### src/rtl/core/frame_duration_ema_predictor_defines.svh
// assertion macros shared by the frame duration predictor rtl
// no dependencies; included by the modules that carry assertions
`ifndef FRAME_DURATION_EMA_PREDICTOR_DEFINES_SVH
`define FRAME_DURATION_EMA_PREDICTOR_DEFINES_SVH

// same-cycle implication, disabled while in reset
`define FDEP_ASSERT_IMPL(name, clk_s, rst_s, ante, cons) \
  name: assert property (@(posedge clk_s) disable iff (rst_s) (ante) |-> (cons)) \
    else $error("fdep: property violated");

// next-cycle implication, disabled while in reset
`define FDEP_ASSERT_NEXT(name, clk_s, rst_s, ante, cons) \
  name: assert property (@(posedge clk_s) disable iff (rst_s) (ante) |=> (cons)) \
    else $error("fdep: property violated");

`endif

### src/rtl/core/fdep_pkg.sv
// shared types and constants of the frame duration predictor
// no dependencies; used by fdep_ctrl, fdep_dp and the top level
package fdep_pkg;

  // field widths
  localparam int unsigned SecW    = 32;
  localparam int unsigned UsecW   = 20;
  localparam int unsigned DurW    = 32;
  localparam int unsigned AlphaW  = 16;
  localparam int unsigned CfgIdxW = 2;
  localparam int unsigned InDataW = 56;

  // configuration register indexes
  localparam logic [CfgIdxW-1:0] REG_INIT_DURATION = 2'd0;
  localparam logic [CfgIdxW-1:0] REG_ALPHA_NUM     = 2'd1;
  localparam logic [CfgIdxW-1:0] REG_ALPHA_DEN     = 2'd2;

  // reset values
  localparam logic [DurW-1:0]   INIT_DURATION_RST = 32'd33333;
  localparam logic [AlphaW-1:0] ALPHA_NUM_RST     = 16'd1;
  localparam logic [AlphaW-1:0] ALPHA_DEN_RST     = 16'd8;

  // interval arithmetic
  localparam logic [UsecW-1:0] USEC_PER_SEC = 20'd1000000;
  localparam int unsigned DsecW = 13;
  localparam logic signed [SecW:0] DSEC_MAX = 33'sd4095;
  localparam logic signed [SecW:0] DSEC_MIN = -33'sd4096;
  localparam logic signed [34:0] S32_MAX = 35'sd2147483647;
  localparam logic signed [34:0] S32_MIN = -35'sd2147483648;

  // divider sequencing
  localparam int unsigned DivSteps = 32;
  localparam int unsigned StepW    = 5;

  // commands from the controller to the datapath
  typedef struct packed {
    logic load_item;
    logic diff;
    logic scale;
    logic sat;
    logic mul_a;
    logic mul_b;
    logic sum;
    logic div_step;
    logic commit;
    logic use_avg;
  } dp_cmd_t;

  // status from the datapath to the controller
  typedef struct packed {
    logic prev_zero;
  } dp_status_t;

endpackage

### src/rtl/core/fdep_ctrl.sv
// sequencing state machine of the frame duration predictor
// depends on fdep_pkg and frame_duration_ema_predictor_defines.svh
`include "frame_duration_ema_predictor_defines.svh"

module fdep_ctrl (
  input  logic                 clk,
  input  logic                 rst,
  input  logic                 in_valid,
  output logic                 in_ready,
  output logic                 out_valid,
  input  logic                 out_ready,
  input  fdep_pkg::dp_status_t status,
  output fdep_pkg::dp_cmd_t    cmd
);

  typedef enum logic [8:0] {
    ST_IDLE  = 9'b000000001,
    ST_DIFF  = 9'b000000010,
    ST_SCALE = 9'b000000100,
    ST_SAT   = 9'b000001000,
    ST_MUL_A = 9'b000010000,
    ST_MUL_B = 9'b000100000,
    ST_SUM   = 9'b001000000,
    ST_DIV   = 9'b010000000,
    ST_DONE  = 9'b100000000
  } state_t;

  state_t                        state, state_next;
  logic [fdep_pkg::StepW-1:0]    step_cnt, step_cnt_next;
  logic                          skip, skip_next;
  logic                          out_valid_next;
  logic                          slot_free;

  // no request is taken while in reset
  assign in_ready  = (state == ST_IDLE) && !rst;
  assign slot_free = !out_valid || out_ready;

  // next state and commands
  always_comb begin
    state_next    = state;
    step_cnt_next = step_cnt;
    skip_next     = skip;
    cmd           = '0;
    cmd.use_avg   = skip;
    unique case (state)
      ST_IDLE: begin
        if (in_valid) begin
          cmd.load_item = 1'b1;
          state_next    = ST_DIFF;
        end
      end
      ST_DIFF: begin
        cmd.diff   = 1'b1;
        skip_next  = status.prev_zero;
        state_next = status.prev_zero ? ST_DONE : ST_SCALE;
      end
      ST_SCALE: begin
        cmd.scale  = 1'b1;
        state_next = ST_SAT;
      end
      ST_SAT: begin
        cmd.sat    = 1'b1;
        state_next = ST_MUL_A;
      end
      ST_MUL_A: begin
        cmd.mul_a  = 1'b1;
        state_next = ST_MUL_B;
      end
      ST_MUL_B: begin
        cmd.mul_b  = 1'b1;
        state_next = ST_SUM;
      end
      ST_SUM: begin
        cmd.sum       = 1'b1;
        step_cnt_next = '0;
        state_next    = ST_DIV;
      end
      ST_DIV: begin
        cmd.div_step  = 1'b1;
        step_cnt_next = step_cnt + 1'b1;
        if (step_cnt == fdep_pkg::StepW'(fdep_pkg::DivSteps - 1)) begin
          state_next = ST_DONE;
        end
      end
      ST_DONE: begin
        if (slot_free) begin
          cmd.commit = 1'b1;
          state_next = ST_IDLE;
        end
      end
      default: begin
        state_next = ST_IDLE;
      end
    endcase
  end

  // output valid flag
  always_comb begin
    if (cmd.commit) begin
      out_valid_next = 1'b1;
    end else if (out_ready) begin
      out_valid_next = 1'b0;
    end else begin
      out_valid_next = out_valid;
    end
  end

  // control registers
  always_ff @(posedge clk) begin
    if (rst) begin
      state     <= ST_IDLE;
      step_cnt  <= '0;
      skip      <= 1'b0;
      out_valid <= 1'b0;
    end else begin
      state     <= state_next;
      step_cnt  <= step_cnt_next;
      skip      <= skip_next;
      out_valid <= out_valid_next;
    end
  end

  `FDEP_ASSERT_NEXT(a_accept_starts_diff, clk, rst, !rst && in_valid && in_ready, state == ST_DIFF)
  `FDEP_ASSERT_NEXT(a_div_ends_in_done, clk, rst, !rst && state == ST_DIV && step_cnt == fdep_pkg::StepW'(fdep_pkg::DivSteps - 1), state == ST_DONE)
  `FDEP_ASSERT_NEXT(a_commit_shows_result, clk, rst, !rst && cmd.commit, out_valid)

endmodule

### src/rtl/core/fdep_dp.sv
// datapath of the frame duration predictor: registers, multiplier steps, divider
// depends on fdep_pkg and frame_duration_ema_predictor_defines.svh
`include "frame_duration_ema_predictor_defines.svh"

module fdep_dp (
  input  logic                                clk,
  input  logic                                rst,
  input  logic                                cfg_valid,
  input  logic [fdep_pkg::CfgIdxW-1:0]        cfg_index,
  input  logic [fdep_pkg::DurW-1:0]           cfg_data,
  input  logic [fdep_pkg::SecW-1:0]           time_sec,
  input  logic [fdep_pkg::UsecW-1:0]          time_usec,
  input  fdep_pkg::dp_cmd_t                   cmd,
  output fdep_pkg::dp_status_t                status,
  output logic [fdep_pkg::DurW-1:0]           duration_us
);

  // configuration and state
  logic [fdep_pkg::DurW-1:0]    init_duration;
  logic [fdep_pkg::AlphaW-1:0]  alpha_num;
  logic [fdep_pkg::AlphaW-1:0]  alpha_den;
  logic [fdep_pkg::SecW-1:0]    prev_sec;
  logic [fdep_pkg::UsecW-1:0]   prev_usec;
  logic [fdep_pkg::DurW-1:0]    avg;

  // item and working registers
  logic [fdep_pkg::SecW-1:0]         sec_r;
  logic [fdep_pkg::UsecW-1:0]        usec_r;
  logic signed [fdep_pkg::DsecW-1:0] dsec_c;
  logic signed [fdep_pkg::UsecW:0]   dusec;
  logic signed [33:0]                scaled;
  logic signed [31:0]                interval;
  logic signed [48:0]                prod_a;
  logic [47:0]                       prod_b;
  logic [fdep_pkg::AlphaW-1:0]       rem;
  logic [31:0]                       nq;
  logic                              neg;

  // combinational helpers
  logic [fdep_pkg::AlphaW-1:0]  den_eff;
  logic [fdep_pkg::AlphaW-1:0]  alpha_eff;
  logic [fdep_pkg::AlphaW-1:0]  weight_b;
  logic signed [fdep_pkg::SecW:0] dsec_full;
  logic signed [34:0]           wide_int;
  logic signed [49:0]           total;
  logic [fdep_pkg::AlphaW:0]    trial;
  logic [fdep_pkg::AlphaW:0]    trial_diff;
  logic                         trial_ge;
  logic [fdep_pkg::DurW-1:0]    result;

  // effective weights: zero denominator reads as one, numerator clamped
  assign den_eff   = (alpha_den == '0) ? fdep_pkg::AlphaW'(1) : alpha_den;
  assign alpha_eff = (alpha_num > den_eff) ? den_eff : alpha_num;
  assign weight_b  = den_eff - alpha_eff;

  assign status.prev_zero = (prev_sec == '0) && (prev_usec == '0);

  // interval parts
  assign dsec_full = $signed({1'b0, sec_r}) - $signed({1'b0, prev_sec});
  assign wide_int  = $signed({scaled[33], scaled})
                   + $signed({{14{dusec[fdep_pkg::UsecW]}}, dusec});

  // blend numerator, never negative unless the interval is
  assign total = $signed({prod_a[48], prod_a}) + $signed({2'b00, prod_b});

  // restoring divider step
  assign trial      = {rem, nq[31]};
  assign trial_ge   = (trial >= {1'b0, den_eff});
  assign trial_diff = trial - {1'b0, den_eff};

  assign result = cmd.use_avg ? avg : (neg ? '0 : nq);

  // configuration and state registers
  always_ff @(posedge clk) begin
    if (rst) begin
      init_duration <= fdep_pkg::INIT_DURATION_RST;
      alpha_num     <= fdep_pkg::ALPHA_NUM_RST;
      alpha_den     <= fdep_pkg::ALPHA_DEN_RST;
      prev_sec      <= '0;
      prev_usec     <= '0;
      avg           <= fdep_pkg::INIT_DURATION_RST;
    end else begin
      if (cmd.commit) begin
        prev_sec  <= sec_r;
        prev_usec <= usec_r;
        avg       <= result;
      end
      // register writes; index out of range is ignored
      if (cfg_valid) begin
        unique case (cfg_index)
          fdep_pkg::REG_INIT_DURATION: begin
            init_duration <= cfg_data;
            avg           <= cfg_data;
          end
          fdep_pkg::REG_ALPHA_NUM: alpha_num <= cfg_data[fdep_pkg::AlphaW-1:0];
          fdep_pkg::REG_ALPHA_DEN: alpha_den <= cfg_data[fdep_pkg::AlphaW-1:0];
          default: begin
          end
        endcase
      end
    end
  end

  // working registers, one arithmetic step per command
  always_ff @(posedge clk) begin
    if (cmd.load_item) begin
      sec_r  <= time_sec;
      usec_r <= time_usec;
    end
    if (cmd.diff) begin
      priority if (dsec_full > fdep_pkg::DSEC_MAX) begin
        dsec_c <= fdep_pkg::DSEC_MAX[fdep_pkg::DsecW-1:0];
      end else if (dsec_full < fdep_pkg::DSEC_MIN) begin
        dsec_c <= fdep_pkg::DSEC_MIN[fdep_pkg::DsecW-1:0];
      end else begin
        dsec_c <= dsec_full[fdep_pkg::DsecW-1:0];
      end
      dusec <= $signed({1'b0, usec_r}) - $signed({1'b0, prev_usec});
    end
    if (cmd.scale) begin
      scaled <= dsec_c * $signed({1'b0, fdep_pkg::USEC_PER_SEC});
    end
    if (cmd.sat) begin
      priority if (wide_int > fdep_pkg::S32_MAX) begin
        interval <= fdep_pkg::S32_MAX[31:0];
      end else if (wide_int < fdep_pkg::S32_MIN) begin
        interval <= fdep_pkg::S32_MIN[31:0];
      end else begin
        interval <= wide_int[31:0];
      end
    end
    if (cmd.mul_a) begin
      prod_a <= $signed({1'b0, alpha_eff}) * interval;
    end
    if (cmd.mul_b) begin
      prod_b <= weight_b * avg;
    end
    // numerator below den * 2^32, so its top part is already a remainder
    if (cmd.sum) begin
      neg <= total[49];
      rem <= total[47:32];
      nq  <= total[31:0];
    end
    if (cmd.div_step) begin
      rem <= trial_ge ? trial_diff[fdep_pkg::AlphaW-1:0] : trial[fdep_pkg::AlphaW-1:0];
      nq  <= {nq[30:0], trial_ge};
    end
    if (cmd.commit) begin
      duration_us <= result;
    end
  end

  `FDEP_ASSERT_NEXT(a_rem_below_den, clk, rst, !rst && !cfg_valid && cmd.sum, neg || (rem < den_eff))
  `FDEP_ASSERT_NEXT(a_init_write_sets_avg, clk, rst, !rst && cfg_valid && cfg_index == fdep_pkg::REG_INIT_DURATION, avg == init_duration)
  `FDEP_ASSERT_NEXT(a_prev_follows_item, clk, rst, !rst && cmd.commit, prev_sec == $past(sec_r) && prev_usec == $past(usec_r))

endmodule

### src/rtl/core/frame_duration_ema_predictor.sv
// Frame duration predictor: takes one presentation time (seconds and
// microseconds) per request and returns a predicted frame duration in
// microseconds as an exponential moving average with weight a/d over the
// measured interval. While the stored previous time is zero (after reset) the
// current average is returned unchanged. Otherwise an item passes through the
// steps that form the saturated interval and the two weighted products, one
// add, then the bit-serial restoring divider by d. One item is in flight at a
// time; the result sits in an output register, so the next request is taken
// while a result waits. Writing initial_duration_us also reloads the average.
// Configuration writes are accepted every cycle outside reset and must be
// made while idle.
// depends on fdep_pkg, fdep_ctrl and fdep_dp

module frame_duration_ema_predictor (
  input  logic                                clk,
  input  logic                                rst,
  // request input
  input  logic                                s_axis_tvalid,
  output logic                                s_axis_tready,
  input  logic [fdep_pkg::InDataW-1:0]        s_axis_tdata,  // time_sec[31:0], time_usec[51:32], zero pad
  // result output
  output logic                                m_axis_tvalid,
  input  logic                                m_axis_tready,
  output logic [fdep_pkg::DurW-1:0]           m_axis_tdata,  // duration_us[31:0]
  // configuration write
  input  logic                                cfg_valid,
  output logic                                cfg_ready,
  input  logic [fdep_pkg::CfgIdxW-1:0]        cfg_index,
  input  logic [fdep_pkg::DurW-1:0]           cfg_data
);

  fdep_pkg::dp_cmd_t    cmd;
  fdep_pkg::dp_status_t status;

  // writes are only taken out of reset
  assign cfg_ready = !rst;

  // sequencer
  fdep_ctrl u_ctrl (
    .clk       (clk),
    .rst       (rst),
    .in_valid  (s_axis_tvalid),
    .in_ready  (s_axis_tready),
    .out_valid (m_axis_tvalid),
    .out_ready (m_axis_tready),
    .status    (status),
    .cmd       (cmd)
  );

  // arithmetic and state
  fdep_dp u_dp (
    .clk         (clk),
    .rst         (rst),
    .cfg_valid   (cfg_valid),
    .cfg_index   (cfg_index),
    .cfg_data    (cfg_data),
    .time_sec    (s_axis_tdata[fdep_pkg::SecW-1:0]),
    .time_usec   (s_axis_tdata[fdep_pkg::SecW +: fdep_pkg::UsecW]),
    .cmd         (cmd),
    .status      (status),
    .duration_us (m_axis_tdata)
  );

endmodule
### config.mk
export PLATFORM = sky130hd
export DESIGN_NAME = frame_duration_ema_predictor
export DESIGN_NICKNAME = d
export VERILOG_FILES = /design/src/rtl/core/fdep_pkg.sv /design/src/rtl/core/fdep_ctrl.sv /design/src/rtl/core/fdep_dp.sv /design/src/rtl/core/frame_duration_ema_predictor.sv
export VERILOG_INCLUDE_DIRS = /design/src /design/src/rtl/core
export SDC_FILE = /design/constraint.sdc
export NUM_CORES = 2
export LEC_CHECK = 0
export CORE_ASPECT_RATIO = 1.4
export CORE_MARGIN = 3
export CORE_UTILIZATION = 60
export CTS_BUF_LIST = sky130_fd_sc_hd__clkbuf_8 sky130_fd_sc_hd__clkbuf_16
export CTS_CLUSTER_SIZE = 16
export DETAILED_ROUTE_END_ITERATION = 8
export DONT_BUFFER_PORTS = 1
export PLACE_DENSITY_LB_ADDON = 0.3
export SYNTH_ARGS = -nofsm -noshare
export SYNTH_HDL_FRONTEND = slang
export SYNTH_SLANG_ARGS = --single-unit
### constraint.sdc
create_clock -name clk -period 14.9 [get_ports clk]
set_clock_uncertainty 0.15 [all_clocks]
set_input_delay 2.98 -clock clk [delete_from_list [all_inputs] [get_ports clk]]
set_output_delay 2.98 -clock clk [all_outputs]
set_load 0.005 [all_outputs]
==> metrics.md <==
| Metric | Value |
|---|---|
| Post-CTS resize count | 0 |
| Clk sinks | 456 |
| Cell leakage power | 29.12 nW |
| Die width | 279.7 um |
| Hold depth | 2 |
| Footprint of the multi-input gates | 44,730 sq um |
| Setup slack, reg-to-reg | 1180 ps |
| Total grt overflow | 0 |
| Setup repair after global routing missed its margin | no |
| DR DRC count | 0 |
| Slew Viols, Final | 0 |
| Fill cells | 8,441 |
| PwrDens | 193.3 nW/um^2 |
| Setup crit end kind | flip-flop |
| Worst hold path class | reg2reg |
| Layout Area Growth over Synthesis | 4.802% |
| Post-synth EDFFs | 324 |
| Core footprint | 103,300 sq um |
| Post CTS Setup Buffer Count | 0 |
| Outcome | completed |
| Number of DRC markers in iteration 0 | 3,446 |
| Full die area | 108,800 sq um |
| CTS Buffer Depth | 3 |
| Synth top area cells | fa_1 (30%), edfxtp_1 (15%), ha_1 (10%) |
| Slowest stage cell on the critical path | mux2_2 |
| Final Core Density | 63.83% |
| IO buf count | 0 |
| GPL Wtd Cong | 0.9268 |
| CTS Hold Bufs | 0 |
| Synth area leader | fa_1 |
| Commonest cells after routing, fill and taps aside | inv_1 (1,262), nand2_1 (1,014), fa_1 (957) |
| Synthesized instance count | 6,879 |
| Total Routing Usage GR | 30.16% |
| Top FF cell, synth | edfxtp_1 |
| WHS Endpoint | u_dp.prev_usec[6] |
| CTS H-tree depth | 2 |
| Clock root cell | clkbuf_16 |
| Slowest stage delay, CP | 820 ps |
| Worst slew margin | 24.98% |
| Initial antenna violation count | 17 |
| FF+latch count, synth | 456 |
| Critical Path Most Common Cell | fa_1 |
| Largest net degree at the start of global routing | 121 |
| Final hold vios | 0 |
| Dpl hpwl | 124.9 mm |
| Yosys warnings | 0 |
| HP Start | u_dp.prev_usec[6] |
| Total power | 12.75 mW |
| Share of layout cells above drive strength 1 | 3.428% |
| Initial core utilization | 60.91% |
| FF/Latch Area | 12,370 sq um |
| Total CTS buffers | 50 |
| Vias in the first global route | 50,070 |
| Worst vdd ir | 605.7 uV |
| CTS tree | done |
| First-pass iteration count of the detailed router | 9 |
| Reg2Reg Launch Point | u_dp.alpha_den[8] |
| Vias per cell | 5.985 |
| Min Tclk post-route | 13,720 ps |
| Setup CP Type | reg2reg |
| Ys async rst share | 0% |
| Finish-stage setup viols | 0 |
| Most common cell after layout, fill and taps aside | inv_1 |
| Tcrit/Tclk final | 92.11% |
| RR Endpoint | u_dp.prod_b[47] |
| First-pass GRT wire length | 260.8 mm |
| Worst Path Max Fanout | 34 |
| Final ANT Viol Nets | 0 |
| Worst slew pin tran | 1115 ps |
| Post-synth cell types | 83 |
| Clock Latency Late Sink | 630 ps |
| Post-Syn Area | 62,920 sq um |
| CP delay by family, top | compound AO/OA/AOI/OAI gates |
| Clock-pin slew on the worst setup and hold paths | 70 ps |
| Worst R2R Path Depth | 46 |
| Maxcap violations | 0 |
| Post-synth top area share | 30.45% |
| Avg Cell Area, Syn | 9.147 sq um |
| # IOs | 130 |
| Site row count | 139 |
| Worst EP required | 15,110 ps |
| Critical Path Source Type | flip-flop |
| Routed via count | 48,100 |
| Fmax | 0.07287 GHz |
| Die Span Y | 389.2 um |
| Detailed Route WL | 161.1 mm |
| Post-DR wirelength/cell | 20.05 um |
| CP arrival | 13,930 ps |
| Setup TNS | 0 ps |
| NumNets Final | 8,210 |
| Syn Nets | 8,450 |
| Buf/Inv on CP | 4 |
| Post-synthesis sequential area ratio | 19.66% |
[sequential cells by signal (all words and copies together) (netlist names), 13 cells and up]
name	count
u_dp.alpha_den	16
u_dp.alpha_num	16
u_dp.avg	32
u_dp.dsec_c	13
u_dp.duration_us	32
u_dp.dusec	21
u_dp.interval	32
u_dp.nq	32
u_dp.prev_sec	32
u_dp.prev_usec	20
u_dp.prod_a	49
u_dp.prod_b	48
u_dp.rem	16
u_dp.scaled	28
u_dp.sec_r	32
u_dp.usec_r	20
[per-stage QoR]
stage	setup WS [ps]	std cells	cell area (sq um)	hold slack [ps]
global placement	1688	7926	63980	294.5
CTS	1320	8020	65900	313.8
floorplan	3404	6879	62920	286.4
detailed placement	1391	7926	63980	304.0
finish	1176	8036	65940	315.3
global route	462.1	8032	65930	334.4
[cells in the mapped netlist, types with 7 or more instances]
cell,count
a211oi_1,29
a21boi_0,15
a21o_1,116
a21oi_1,376
a221oi_1,7
a22o_1,31
a311oi_1,14
a31oi_1,44
and2_1,175
and3_1,27
and4_1,13
buf_1,11
buf_2,9
clkbuf_1,330
dfxtp_1,132
edfxtp_1,324
fa_1,957
ha_1,519
inv_1,1260
mux2_2,14
mux2i_1,21
nand2_1,1016
nand2b_1,89
nand3_1,45
nand3b_1,15
nand4_1,121
nor2_1,179
nor2b_1,203
nor3_1,41
nor4_1,32
nor4b_1,32
o2111ai_1,8
o211ai_1,26
o21a_1,39
o21ai_0,167
o21ai_1,9
o21bai_1,41
o311a_1,9
o31a_1,9
o31ai_1,13
or3_1,12
or4_1,25
xnor2_1,149
xor2_1,89
[report_power, final]
part / switching (mW) / total, mW / internal [mW] / leakage (nW)
clock network: 0.585 / 1.46 / 0.876 / 0.950
logic: 5.52 / 9.41 / 3.89 / 24.2
registers: 0.0354 / 1.87 / 1.84 / 4.02
[layout make-up]
cell class              instances  share of cell area, %
inverters                    1261                  7.182
well taps                    1339                  2.541
repair buffers                 62                 0.7058
clock buffers                  54                  1.998
diodes                         16                0.06072
multi-input cells            4808                  67.83
flip-flops and latches        456                  18.76
clock inverters                40                 0.9202
[worst reg2reg max path: cells and delay by family, from the launching register on]
kind / cells / cell delay [ps]
xor+xnor: 2 / 470
compound gates: 24 / 5750
flops: 1 / 360
buf+inv: 4 / 770
mux: 1 / 820
simple gates: 6 / 1290
fa+ha+maj: 9 / 3890
[logic make-up (layout without fill, tap and decap cells)]
kind of cell / Yosys count / in the layout / share of synthesized area (%)
adders and majority gates: 1476 / 1476 / 40.77
AOI/OAI and AO/OA: 1016 / 1016 / 10.31
xor gates and xnor gates: 238 / 238 / 3.313
and+or+nand+nor: 2043 / 2043 / 15.71
buffers and inverters: 1615 / 1417 / 9.660
DFF: 456 / 456 / 19.66
other: 0 / 16 / 0
muxes: 35 / 35 / 0.5846
[worst max path at each step]
| stage | start | endpoint | cells past startpoint | slack [ps] |
|---|---|---|---|---|
| floorplan | u_dp.alpha_den[8] | u_dp.prod_b[47] | 48 | 3400 |
| global placement | u_dp.alpha_den[8] | u_dp.prod_b[47] | 46 | 1690 |
| detailed placement | u_dp.alpha_den[8] | u_dp.prod_b[47] | 46 | 1390 |
| CTS | u_dp.alpha_den[8] | u_dp.prod_b[47] | 46 | 1320 |
| global route | u_dp.alpha_den[8] | u_dp.prod_b[47] | 46 | 460 |
| finish | u_dp.alpha_den[8] | u_dp.prod_b[47] | 46 | 1180 |
[routing by layer]
| layer | share of wire [%] | vias to the layer above | GRT usage [%] |
|---|---|---|---|
| li1 | - | 21570 | - |
| met1 | 38 | 24300 | 37.24 |
| met2 | 50 | 1773 | 51.72 |
| met3 | 6.7 | 455 | 3.830 |
| met4 | 5.9 | 2 | 16.04 |
| met5 | 0.0056 | - | 0 |
Note: power is estimated with default switching activity, not from simulation.
